**config.mk**
```make
export PLATFORM = sky130hd
export DESIGN_NAME = pixel_color_filter
export DESIGN_NICKNAME = d
export VERILOG_FILES = /design/src/rtl/pcf_pkg.sv /design/src/rtl/pixel_color_filter.sv /design/src/rtl/pcf_mix.sv
export SDC_FILE = /design/constraint.sdc
export NUM_CORES = 2
export LEC_CHECK = 0
export ABC_AREA = 1
export CAP_MARGIN = 20
export CORE_MARGIN = 5
export CORE_UTILIZATION = 50
export DETAILED_ROUTE_END_ITERATION = 6
export DONT_BUFFER_PORTS = 1
export PLACE_DENSITY_LB_ADDON = 0.15
export SLEW_MARGIN = 20
export SYNTH_ARGS = -nofsm -noshare
export SYNTH_HDL_FRONTEND = slang
export SYNTH_SLANG_ARGS = --single-unit
```
**constraint.sdc**
```tcl
create_clock -name clk_i -period 14.3 [get_ports clk_i]
set_clock_uncertainty 0.05 [all_clocks]
set_input_delay 1.43 -clock clk_i [delete_from_list [all_inputs] [get_ports clk_i]]
set_output_delay 1.43 -clock clk_i [all_outputs]
set_load 0.05 [all_outputs]
```
**src/rtl/pcf_pkg.sv**
```systemverilog
// Package for the pixel color filter: filter mode codes, register indexes,
// Q0.16 coefficient tables and shared widths. Depends on nothing.
package pcf_pkg;

  localparam int unsigned ChanW    = 8;
  localparam int unsigned KW       = 9;
  localparam int unsigned CoefW    = 16;
  localparam int unsigned ProdW    = CoefW + ChanW;
  localparam int unsigned DotW     = ProdW + 1;
  localparam int unsigned MixW     = 17;
  localparam int unsigned CfgIdxW  = 8;
  localparam int unsigned CfgDataW = 16;

  localparam logic [KW-1:0] OneQ8 = 9'd256;

  typedef logic [ChanW-1:0] chan_t;
  typedef logic [CoefW-1:0] coef_t;
  typedef logic [ProdW-1:0] prod_t;

  typedef enum logic [2:0] {
    ModePass   = 3'd0,
    ModeGray   = 3'd1,
    ModeSepia  = 3'd2,
    ModeInvert = 3'd3,
    ModeBright = 3'd4
  } mode_e;

  localparam logic [CfgIdxW-1:0] RegFilterMode     = 8'd0;
  localparam logic [CfgIdxW-1:0] RegBlendIntensity = 8'd1;

  localparam coef_t LumaCoef [3] = '{16'd19595, 16'd38470, 16'd7471};

  localparam coef_t SepiaCoef [3][3] = '{
    '{16'd25756, 16'd50397, 16'd12386},
    '{16'd22872, 16'd44958, 16'd11010},
    '{16'd17826, 16'd34996, 16'd8585}
  };

endpackage

```
**src/rtl/pixel_color_filter.sv**
```systemverilog
// Top level of the pixel color filter: config registers and a five-stage pipeline.
// Depends on pcf_pkg and pcf_mix.
//
// Channel | Direction | Handshake               | Payload
// pixel in| input     | valid_i / stall_o       | red_in_i, green_in_i, blue_in_i
// pixel out| output   | valid_o / stall_i       | red_out_o, green_out_o, blue_out_o
// config  | input     | cfg_valid_i / cfg_ready_o | cfg_index_i, cfg_data_i
//
// Accepted pixels pass stages 1 to 5; stage 5 raises valid_o. One pixel enters
// per cycle while stall_o is low. The coefficient multipliers, the three-term sums
// and the blend multipliers each own one stage. Reset clears the valid bits and
// sets filter_mode to pass and blend_intensity to 256. Each stage holds while the
// stage after it is full and stalled, so bubbles fill up and nothing is lost.
module pixel_color_filter (
  input  logic                            clk_i,
  input  logic                            rst_ni,
  input  logic                            valid_i,
  output logic                            stall_o,
  input  pcf_pkg::chan_t                  red_in_i,
  input  pcf_pkg::chan_t                  green_in_i,
  input  pcf_pkg::chan_t                  blue_in_i,
  output logic                            valid_o,
  input  logic                            stall_i,
  output pcf_pkg::chan_t                  red_out_o,
  output pcf_pkg::chan_t                  green_out_o,
  output pcf_pkg::chan_t                  blue_out_o,
  input  logic                            cfg_valid_i,
  output logic                            cfg_ready_o,
  input  logic [pcf_pkg::CfgIdxW-1:0]     cfg_index_i,
  input  logic [pcf_pkg::CfgDataW-1:0]    cfg_data_i
);

  logic [2:0]             mode_q;
  logic [pcf_pkg::KW-1:0] intensity_q;
  logic [pcf_pkg::KW-1:0] k_sat;
  logic                   bright;

  assign cfg_ready_o = 1'b1;

  always_ff @(posedge clk_i or negedge rst_ni) begin
    if (!rst_ni) begin
      mode_q      <= pcf_pkg::ModePass;
      intensity_q <= pcf_pkg::OneQ8;
    end else if (cfg_valid_i && cfg_ready_o) begin
      case (cfg_index_i)
        pcf_pkg::RegFilterMode:     mode_q      <= cfg_data_i[2:0];
        pcf_pkg::RegBlendIntensity: intensity_q <= cfg_data_i[pcf_pkg::KW-1:0];
        default: ;
      endcase
    end
  end

  assign k_sat  = (intensity_q > pcf_pkg::OneQ8) ? pcf_pkg::OneQ8 : intensity_q;
  assign bright = (mode_q == pcf_pkg::ModeBright);

  // Stage enables: a stage loads when it is empty or its successor moves.
  logic v1_q, v2_q, v3_q, v4_q;
  logic en1, en2, en3, en4, en5;

  assign en5     = !valid_o || !stall_i;
  assign en4     = !v4_q || en5;
  assign en3     = !v3_q || en4;
  assign en2     = !v2_q || en3;
  assign en1     = !v1_q || en2;
  assign stall_o = !en1;

  // Stage 1: input pixel.
  pcf_pkg::chan_t px1_q [3];

  always_ff @(posedge clk_i or negedge rst_ni) begin
    if (!rst_ni) begin
      v1_q <= 1'b0;
    end else if (en1) begin
      v1_q <= valid_i;
    end
  end

  always_ff @(posedge clk_i) begin
    if (en1 && valid_i) begin
      px1_q[0] <= red_in_i;
      px1_q[1] <= green_in_i;
      px1_q[2] <= blue_in_i;
    end
  end

  // Stage 2: coefficient products.
  pcf_pkg::chan_t px2_q [3];
  pcf_pkg::prod_t luma_d [3];
  pcf_pkg::prod_t luma_q [3];
  pcf_pkg::prod_t sepia_d [3][3];
  pcf_pkg::prod_t sepia_q [3][3];

  always_comb begin
    for (int j = 0; j < 3; j++) begin
      luma_d[j] = pcf_pkg::LumaCoef[j] * pcf_pkg::ProdW'(px1_q[j]);
      for (int r = 0; r < 3; r++) begin
        sepia_d[r][j] = pcf_pkg::SepiaCoef[r][j] * pcf_pkg::ProdW'(px1_q[j]);
      end
    end
  end

  always_ff @(posedge clk_i or negedge rst_ni) begin
    if (!rst_ni) begin
      v2_q <= 1'b0;
    end else if (en2) begin
      v2_q <= v1_q;
    end
  end

  always_ff @(posedge clk_i) begin
    if (en2 && v1_q) begin
      px2_q   <= px1_q;
      luma_q  <= luma_d;
      sepia_q <= sepia_d;
    end
  end

  // Stage 3: sums, saturation and the filtered channel per mode.
  logic [pcf_pkg::DotW-1:0] luma_sum;
  logic [pcf_pkg::DotW-1:0] sepia_sum [3];
  pcf_pkg::chan_t           filt_d [3];
  pcf_pkg::chan_t           sepia_f [3];
  pcf_pkg::chan_t           px3_q [3];
  pcf_pkg::chan_t           filt_q [3];

  always_comb begin
    luma_sum = pcf_pkg::DotW'(luma_q[0]) + pcf_pkg::DotW'(luma_q[1])
             + pcf_pkg::DotW'(luma_q[2]);
    for (int r = 0; r < 3; r++) begin
      sepia_sum[r] = pcf_pkg::DotW'(sepia_q[r][0]) + pcf_pkg::DotW'(sepia_q[r][1])
                   + pcf_pkg::DotW'(sepia_q[r][2]);
      sepia_f[r] = sepia_sum[r][pcf_pkg::DotW-1] ? 8'hff : sepia_sum[r][23:16];
    end
    // Pass-through and brightness use the pixel itself as the filtered channel.
    for (int c = 0; c < 3; c++) begin
      case (mode_q)
        pcf_pkg::ModeGray:   filt_d[c] = luma_sum[23:16];
        pcf_pkg::ModeSepia:  filt_d[c] = sepia_f[c];
        pcf_pkg::ModeInvert: filt_d[c] = ~px2_q[c];
        default:             filt_d[c] = px2_q[c];
      endcase
    end
  end

  always_ff @(posedge clk_i or negedge rst_ni) begin
    if (!rst_ni) begin
      v3_q <= 1'b0;
    end else if (en3) begin
      v3_q <= v2_q;
    end
  end

  always_ff @(posedge clk_i) begin
    if (en3 && v2_q) begin
      px3_q  <= px2_q;
      filt_q <= filt_d;
    end
  end

  // Stage 4: blend or brightness products.
  logic [pcf_pkg::MixW-1:0] mix_d [3];
  logic [pcf_pkg::MixW-1:0] mix_q [3];

  for (genvar c = 0; c < 3; c++) begin : g_mix
    pcf_mix u_mix (
      .x_i      (px3_q[c]),
      .f_i      (filt_q[c]),
      .k_i      (k_sat),
      .bright_i (bright),
      .sum_o    (mix_d[c])
    );
  end

  always_ff @(posedge clk_i or negedge rst_ni) begin
    if (!rst_ni) begin
      v4_q <= 1'b0;
    end else if (en4) begin
      v4_q <= v3_q;
    end
  end

  always_ff @(posedge clk_i) begin
    if (en4 && v3_q) begin
      mix_q <= mix_d;
    end
  end

  // Stage 5: shift down by eight and saturate into the output register.
  pcf_pkg::chan_t out_d [3];
  pcf_pkg::chan_t out_q [3];

  always_comb begin
    for (int c = 0; c < 3; c++) begin
      out_d[c] = mix_q[c][pcf_pkg::MixW-1] ? 8'hff : mix_q[c][15:8];
    end
  end

  always_ff @(posedge clk_i or negedge rst_ni) begin
    if (!rst_ni) begin
      valid_o <= 1'b0;
    end else if (en5) begin
      valid_o <= v4_q;
    end
  end

  always_ff @(posedge clk_i) begin
    if (en5 && v4_q) begin
      out_q <= out_d;
    end
  end

  assign red_out_o   = out_q[0];
  assign green_out_o = out_q[1];
  assign blue_out_o  = out_q[2];

  a_accept_fills_s1: assert property (@(posedge clk_i) disable iff (!rst_ni)
    (valid_i && !stall_o) |=> v1_q)
    else $error("accepted pixel did not reach stage 1");

  a_s4_reaches_out: assert property (@(posedge clk_i) disable iff (!rst_ni)
    (v4_q && en5) |=> valid_o)
    else $error("stage 4 pixel lost on its way to the output");

  a_stall_holds_s4: assert property (@(posedge clk_i) disable iff (!rst_ni)
    (v4_q && !en4) |=> (v4_q && $stable(mix_q[0])))
    else $error("stage 4 changed while its successor was stalled");

  a_blend_in_range: assert property (@(posedge clk_i) disable iff (!rst_ni)
    (v4_q && !bright) |-> (mix_q[0] <= 17'd65280 && mix_q[1] <= 17'd65280
                           && mix_q[2] <= 17'd65280))
    else $error("blend sum exceeds full scale");

  a_k_sat: assert property (@(posedge clk_i) disable iff (!rst_ni)
    k_sat <= pcf_pkg::OneQ8)
    else $error("effective intensity above one");

endmodule

```
**src/rtl/pcf_mix.sv**
```systemverilog
// Per-channel blend product: x*(256-k) + f*k, or x*(256+k) for brightness.
// Depends on pcf_pkg for widths.
module pcf_mix (
  input  pcf_pkg::chan_t              x_i,
  input  pcf_pkg::chan_t              f_i,
  input  logic [pcf_pkg::KW-1:0]      k_i,
  input  logic                        bright_i,
  output logic [pcf_pkg::MixW-1:0]    sum_o
);

  logic [pcf_pkg::KW:0]   x_weight;
  logic [pcf_pkg::KW-1:0] f_weight;

  always_comb begin
    if (bright_i) begin
      x_weight = {1'b0, pcf_pkg::OneQ8} + {1'b0, k_i};
      f_weight = '0;
    end else begin
      x_weight = {1'b0, pcf_pkg::OneQ8 - k_i};
      f_weight = k_i;
    end
    sum_o = pcf_pkg::MixW'(x_i) * pcf_pkg::MixW'(x_weight)
          + pcf_pkg::MixW'(f_i) * pcf_pkg::MixW'(f_weight);
  end

endmodule
```
# == Word-level counts from Yosys, hierarchy flattened ==
# Index checks and enable logic that the tools add are counted.
# op_classes
addsub,13
n_mul,18
order_cmp,1
n_eq_ne,5
muxes,9
bitwise_logic,3
reduce_logical,20
# op_table
cell,count
$mul 13x8->21 const A,4
$add 23x24->25,3
$add 25x22->25,3
$pmux 8 s3,3
$mul 15x8->23 const A,3
$mul 14x8->22 const A,3
$add 17x17->17,3
$mul 8x10->17,3
$mul 8x9->17,3
$add 23x24->24,1
$add 24x21->24,1
$mul 16x8->24 const A,1
$mux 8,3
$not 8->8,3
$mul 12x8->20 const A,1
$mux 9,2
$add 9x9->10 const A,1
$mux 10,1
$gt 9x9->1 const B,1
$sub 9x9->9 const A,1
$eq 8x1->1 const B,1
$logic_not 8->1,1
$logic_not 1->1,7
$eq 3x2->1 const B,2
other kinds (5),14
# word_totals
register_bits,451
input_bits,53
output_inout_bits,27

# == Depth between registers and ports, before layout ==
# depth
word_depth,7
mapped_depth,34

# == By module ==
# A second synthesis with hierarchy kept.
# hier_totals
hier_cells,6125
area_unflattened_um2,54000.5
# by_module_without_submodules
mod,instances,cells_each,area_each_um2,seq_area_each_um2
pixel_color_filter,1,3967,37606.1,11657.4
pcf_mix (g_mix[0].u_mix ...),2,718,5507.8,0.0
pcf_mix (g_mix[2].u_mix),1,722,5378.9,0.0

# == Worst setup path before layout ==
# No wires, ideal clock.
# synth_timing
path_kind,input -> register
start,input port stall_i
end,"register luma_q[10] (netlist bit), enable pin"
setup_time_ps,872
arrival_time_ps,12243
required_ps,13378
setup_slack_ps,1135
path_stages,7
n_path_buf,0
path_cell_list,nand2_1 > nor2_1 > inv_1 > nor2_1 > inv_1 > nor2_1 > nor2_1
# synth_via
elab_chain_len,6
# synth_rtl
item,line,text
start: declaration,pixel_color_filter.sv:23,"input logic stall_i,"
$logic_not 1->1,pixel_color_filter.sv:60,assign en5 = !valid_o || !stall_i;
$logic_or 1x1->1,pixel_color_filter.sv:60,
$logic_or 1x1->1,pixel_color_filter.sv:61,assign en4 = !v4_q || en5;
$logic_or 1x1->1,pixel_color_filter.sv:62,assign en3 = !v3_q || en4;
$logic_or 1x1->1,pixel_color_filter.sv:63,assign en2 = !v2_q || en3;
$logic_and 1x1->1,pixel_color_filter.sv:111,if (en2 && v1_q) begin
end signal: assignment,pixel_color_filter.sv:113,luma_q <= luma_d;
end: declaration,pixel_color_filter.sv:89,pcf_pkg::prod_t luma_q [3];
# No other way between the ends.
# A chain may end at the register's enable or synchronous reset.

# == Worst setup path in the final report ==
# layout_timing
start,register intensity_q[0] (netlist bit)
end,register mix_q[33] (netlist bit) (data pin)
# layout_via
elab_chain_len,6
# layout_rtl
item,line,text
start: declaration,pixel_color_filter.sv:34,logic [pcf_pkg::KW-1:0] intensity_q;
start signal: assignment,pixel_color_filter.sv:43,intensity_q <= pcf_pkg::OneQ8;
start signal: assignment,pixel_color_filter.sv:47,pcf_pkg::RegBlendIntensity: intensity_q <= cfg_data_i[pcf_pkg::KW-1:0];
$gt 9x9->1,pixel_color_filter.sv:53,assign k_sat = (intensity_q > pcf_pkg::OneQ8) ? pcf_pkg::OneQ8 : intensity_q;
$mux 9 (*),pixel_color_filter.sv:53,
$sub 9x9->9 or $add 9x9->10 (tied branches),"pcf_mix.sv:19, pcf_mix.sv:16",
$mux 10,pcf_mix.sv:15,if (bright_i) begin
$mul 8x10->17,pcf_mix.sv:22,sum_o = pcf_pkg::MixW'(x_i) * pcf_pkg::MixW'(x_weight)
$add 17x17->17 (*),pcf_mix.sv:23,+ pcf_pkg::MixW'(f_i) * pcf_pkg::MixW'(f_weight);
via g_mix[1].u_mix.sum_o (one bit),pcf_mix.sv:8,output logic [pcf_pkg::MixW-1:0] sum_o
end signal: assignment,pixel_color_filter.sv:184,mix_q <= mix_d;
end: declaration,pixel_color_filter.sv:162,logic [pcf_pkg::MixW-1:0] mix_q [3];
# Mark *: on every way through the listed nets, which the timed path passes. The rest lies on a longest branch.

==> key figures <==
Status
  – Status: finished, violations left
  – Violated checks: design-rule violations

Floorplan
  – Core footprint: 103200 um^2
  – Starting Density: 50.16%
  – Die height: 331.8 um
  – Die width: 331.8 um
  – I/O pins: 80
  – DIE AREA: 110100 um^2
  – Site row count: 118

Timing
  – Final setup margin: 6.220 ns
  – Setup Viol. Count Final: 0
  – RSZ-0062 raised after global routing: no
  – Final Hold Fails: 0
  – Final Cycle Share: 56.50%
  – Worst-margin pin slew: 1.173 ns
  – Pins over their slew limit: 0
  – Post-layout min period: 8.080 ns
  – Setup TNS: 0 ns
  – Max Clk Rate: 0.1238 GHz
  – Slew headroom: 21.48%

Synthesis
  – Synthesis-stage register bit count: 391
  – Sequential area share after synthesis: 22.52%
  – Distinct cells, synth: 54
  – Synthesis Warnings: 0
  – EDFF count, synth: 374
  – Syn Inst Count: 5676
  – Netlist Area Pre-Place: 51760 um^2
  – Ys flop type: edfxtp_1
  – Avg Synthesized Cell Area: 9.119 um^2
  – Yosys top cell by area: fa_1
  – Synthesized net count: 7142
  – Top cell type's share of synthesized area: 24.17%
  – Post-synth ARST share: 4.348%
  – Top cells by area, synth: fa_1 24%, edfxtp_1 22%, ha_1 19%

Layout
  – Commonest non-fill, non-tap cell in the layout: inv_1
  – Final net count: 7187
  – Multi-input logic area: 35560 um^2
  – Area grow syn2layout: 6.652%
  – Seq. cell area: 11660 um^2
  – Post-Layout Cell Count: 7141
  – Share of cells above drive strength 1: 3.664%
  – Most frequent cells in the layout: 1132 x inv_1, 956 x nand2_1, 788 x ha_1
  – Utilization after layout: 53.49%
  – Fillers: 9625

Worst setup path
  – Reg2reg setup slack: 6.22 ns
  – Critical Path Slowest Stage Cell: inv_1
  – Crit end category: flip-flop
  – WP data required: 14.64 ns
  – Worst r2r src: intensity_q[0]
  – Worst EP arrival: 8.42 ns
  – Worst reg2reg path depth: 27
  – CP startpoint kind: flip-flop
  – Worst flop-to-flop path endpoint: mix_q[33]
  – Kind of critical path: flip-flop to flip-flop
  – Most used cell, CP: fa_1
  – Max stage delay on crit path: 0.59 ns
  – Critical path fanouts, max: 19

Drt
  – Total wire length: 146800 um
  – Via/cell ratio: 5.368
  – Avg WL per Cell: 20.56 um
  – Post-DRT Antenna Nets: 0
  – DR DRC count: 2
  – Iter 0 DRT Violations: 2549
  – Via count: 38.33k
  – Pre-antenna DRT Iters: 7

Placed design
  – Port bufs: 0
  – Pre-CTS WS: 6.258 ns
  – Placed cells: 7052
  – Gpl congestion: 0.9326
  – DP HPWL: 123100 um

Min path
  – Hold Path Depth: 2
  – Worst hold path startpoint: v3_q
  – Worst Hold End: v4_q
  – Worst min path class: flip-flop to flip-flop

Global route
  – Antenna violations before repair: 8
  – Largest net degree at the start of global routing: 156
  – Vias in the first global route: 38.99k
  – Global-route wire length before repair: 227000 um
  – Congestion Overflow GR: 0
  – GR Util All Layers: 26.78%

Power
  – VDD IR max: 0.1781 mV
  – Leak pwr: 27.98 nW
  – Pwr Total: 13.34 mW
  – Pwr Density: 241.7 nW/um^2

CTS
  – Clk slew on worst S/H paths: 0.06 ns
  – CTS tree: done
  – H-tree levels: 2
  – Clk_lat worst skew: 0.63 ns
  – Post-CTS Setup Repair Bufs: 0
  – CTS Hold Bufs: 0
  – Longest Clk Path Bufs: 3
  – Num CTS Buffers: 47
  – Post-CTS sizing: 0
  – Root Driver: clkbuf_16
  – Num Clock Sinks: 391

Flow run
  – Max-cap violations: 0
cell usage after synthesis, types with 52 or more instances:
master and number:
inv_1 1132, nand2_1 956, ha_1 788, fa_1 625, nor2_1 461, edfxtp_1 374, a21oi_1 307, nand3_1 202
xor2_1 157, o21ai_0 147, nand4_1 79, nor3_1 56, xnor2_1 52
how the worst max path moves through the flow:
stage                   start    endpoint
3_3_place_gp   intensity_q[0]   mix_q[33]
6_report       intensity_q[0]   mix_q[33]
4_1_cts        intensity_q[0]   mix_q[15]
2_1_floorplan         stall_i  luma_q[10]
5_1_grt        intensity_q[0]   mix_q[50]
3_5_place_dp   intensity_q[0]   mix_q[33]
through the flow:
step	hold slack (ns)	cell area, um^2
after global placement	0.4114	53580
after global routing	0.4120	55200
after CTS	0.4056	55200
final	0.4409	55210
after floorplan	0.3831	51760
after detailed placement	0.4212	53580
critical path, delay by kind of cell, from the launching register on:
family                   cells  cell delay (ns)
buffers and inverters        5             0.79
flip-flops                   1             0.55
AND/OR/NAND/NOR              9             1.46
adder cells (fa/ha/maj)      8             3.61
AO/OA/AOI/OAI                5             1.37
cell families after synthesis:
group	count (synthesis)	synth area share, %
fa+ha+maj	1413	43.22
flops	391	22.52
mux	6	0.1305
xor+xnor	209	3.536
buf+inv	1195	8.833
simple gates	1844	14.98
compound gates	617	6.775
other cells	1	0.007245
flip-flops by register name (all words and copies together) (netlist names):
name,flops
px3_q,24
px2_q,24
blue_out_o,8
sepia_q,168
intensity_q,9
px1_q,24
mode_q,3
v4_q,1
filt_q,24
v1_q,1
luma_q,59
v2_q,1
mix_q,27
valid_o,1
red_out_o,8
v3_q,1
green_out_o,8
layout make-up:
| type | count | area share [%] |
|---|---|---|
| inverter | 1152 | 7.837 |
| tap | 1380 | 3.128 |
| timing repair buffer | 39 | 0.5530 |
| clock buffer | 54 | 2.255 |
| sequential | 391 | 21.12 |
| antenna | 3 | 0.01360 |
| multi-input combinational | 4090 | 64.42 |
| clock inverter | 32 | 0.6754 |
routing by layer:
layer / global-route usage (%) / up-vias / part of all wire [%]
met4: 10.92 / 6 / 5.0
met2: 46.30 / 1024 / 48
met5: 0 / - / 0.027
li1: - / 18370 / -
met3: 3.512 / 250 / 5.1
met1: 34.17 / 18690 / 42
report_power, final:
group / internal, mW / switching [mW] / total, mW
registers: 2.03 / 0.413 / 2.45
logic: 3.41 / 6.23 / 9.64
clock network: 0.740 / 0.516 / 1.26
total: 6.19 / 7.16 / 13.3
Power figures use the tool's default switching activity.
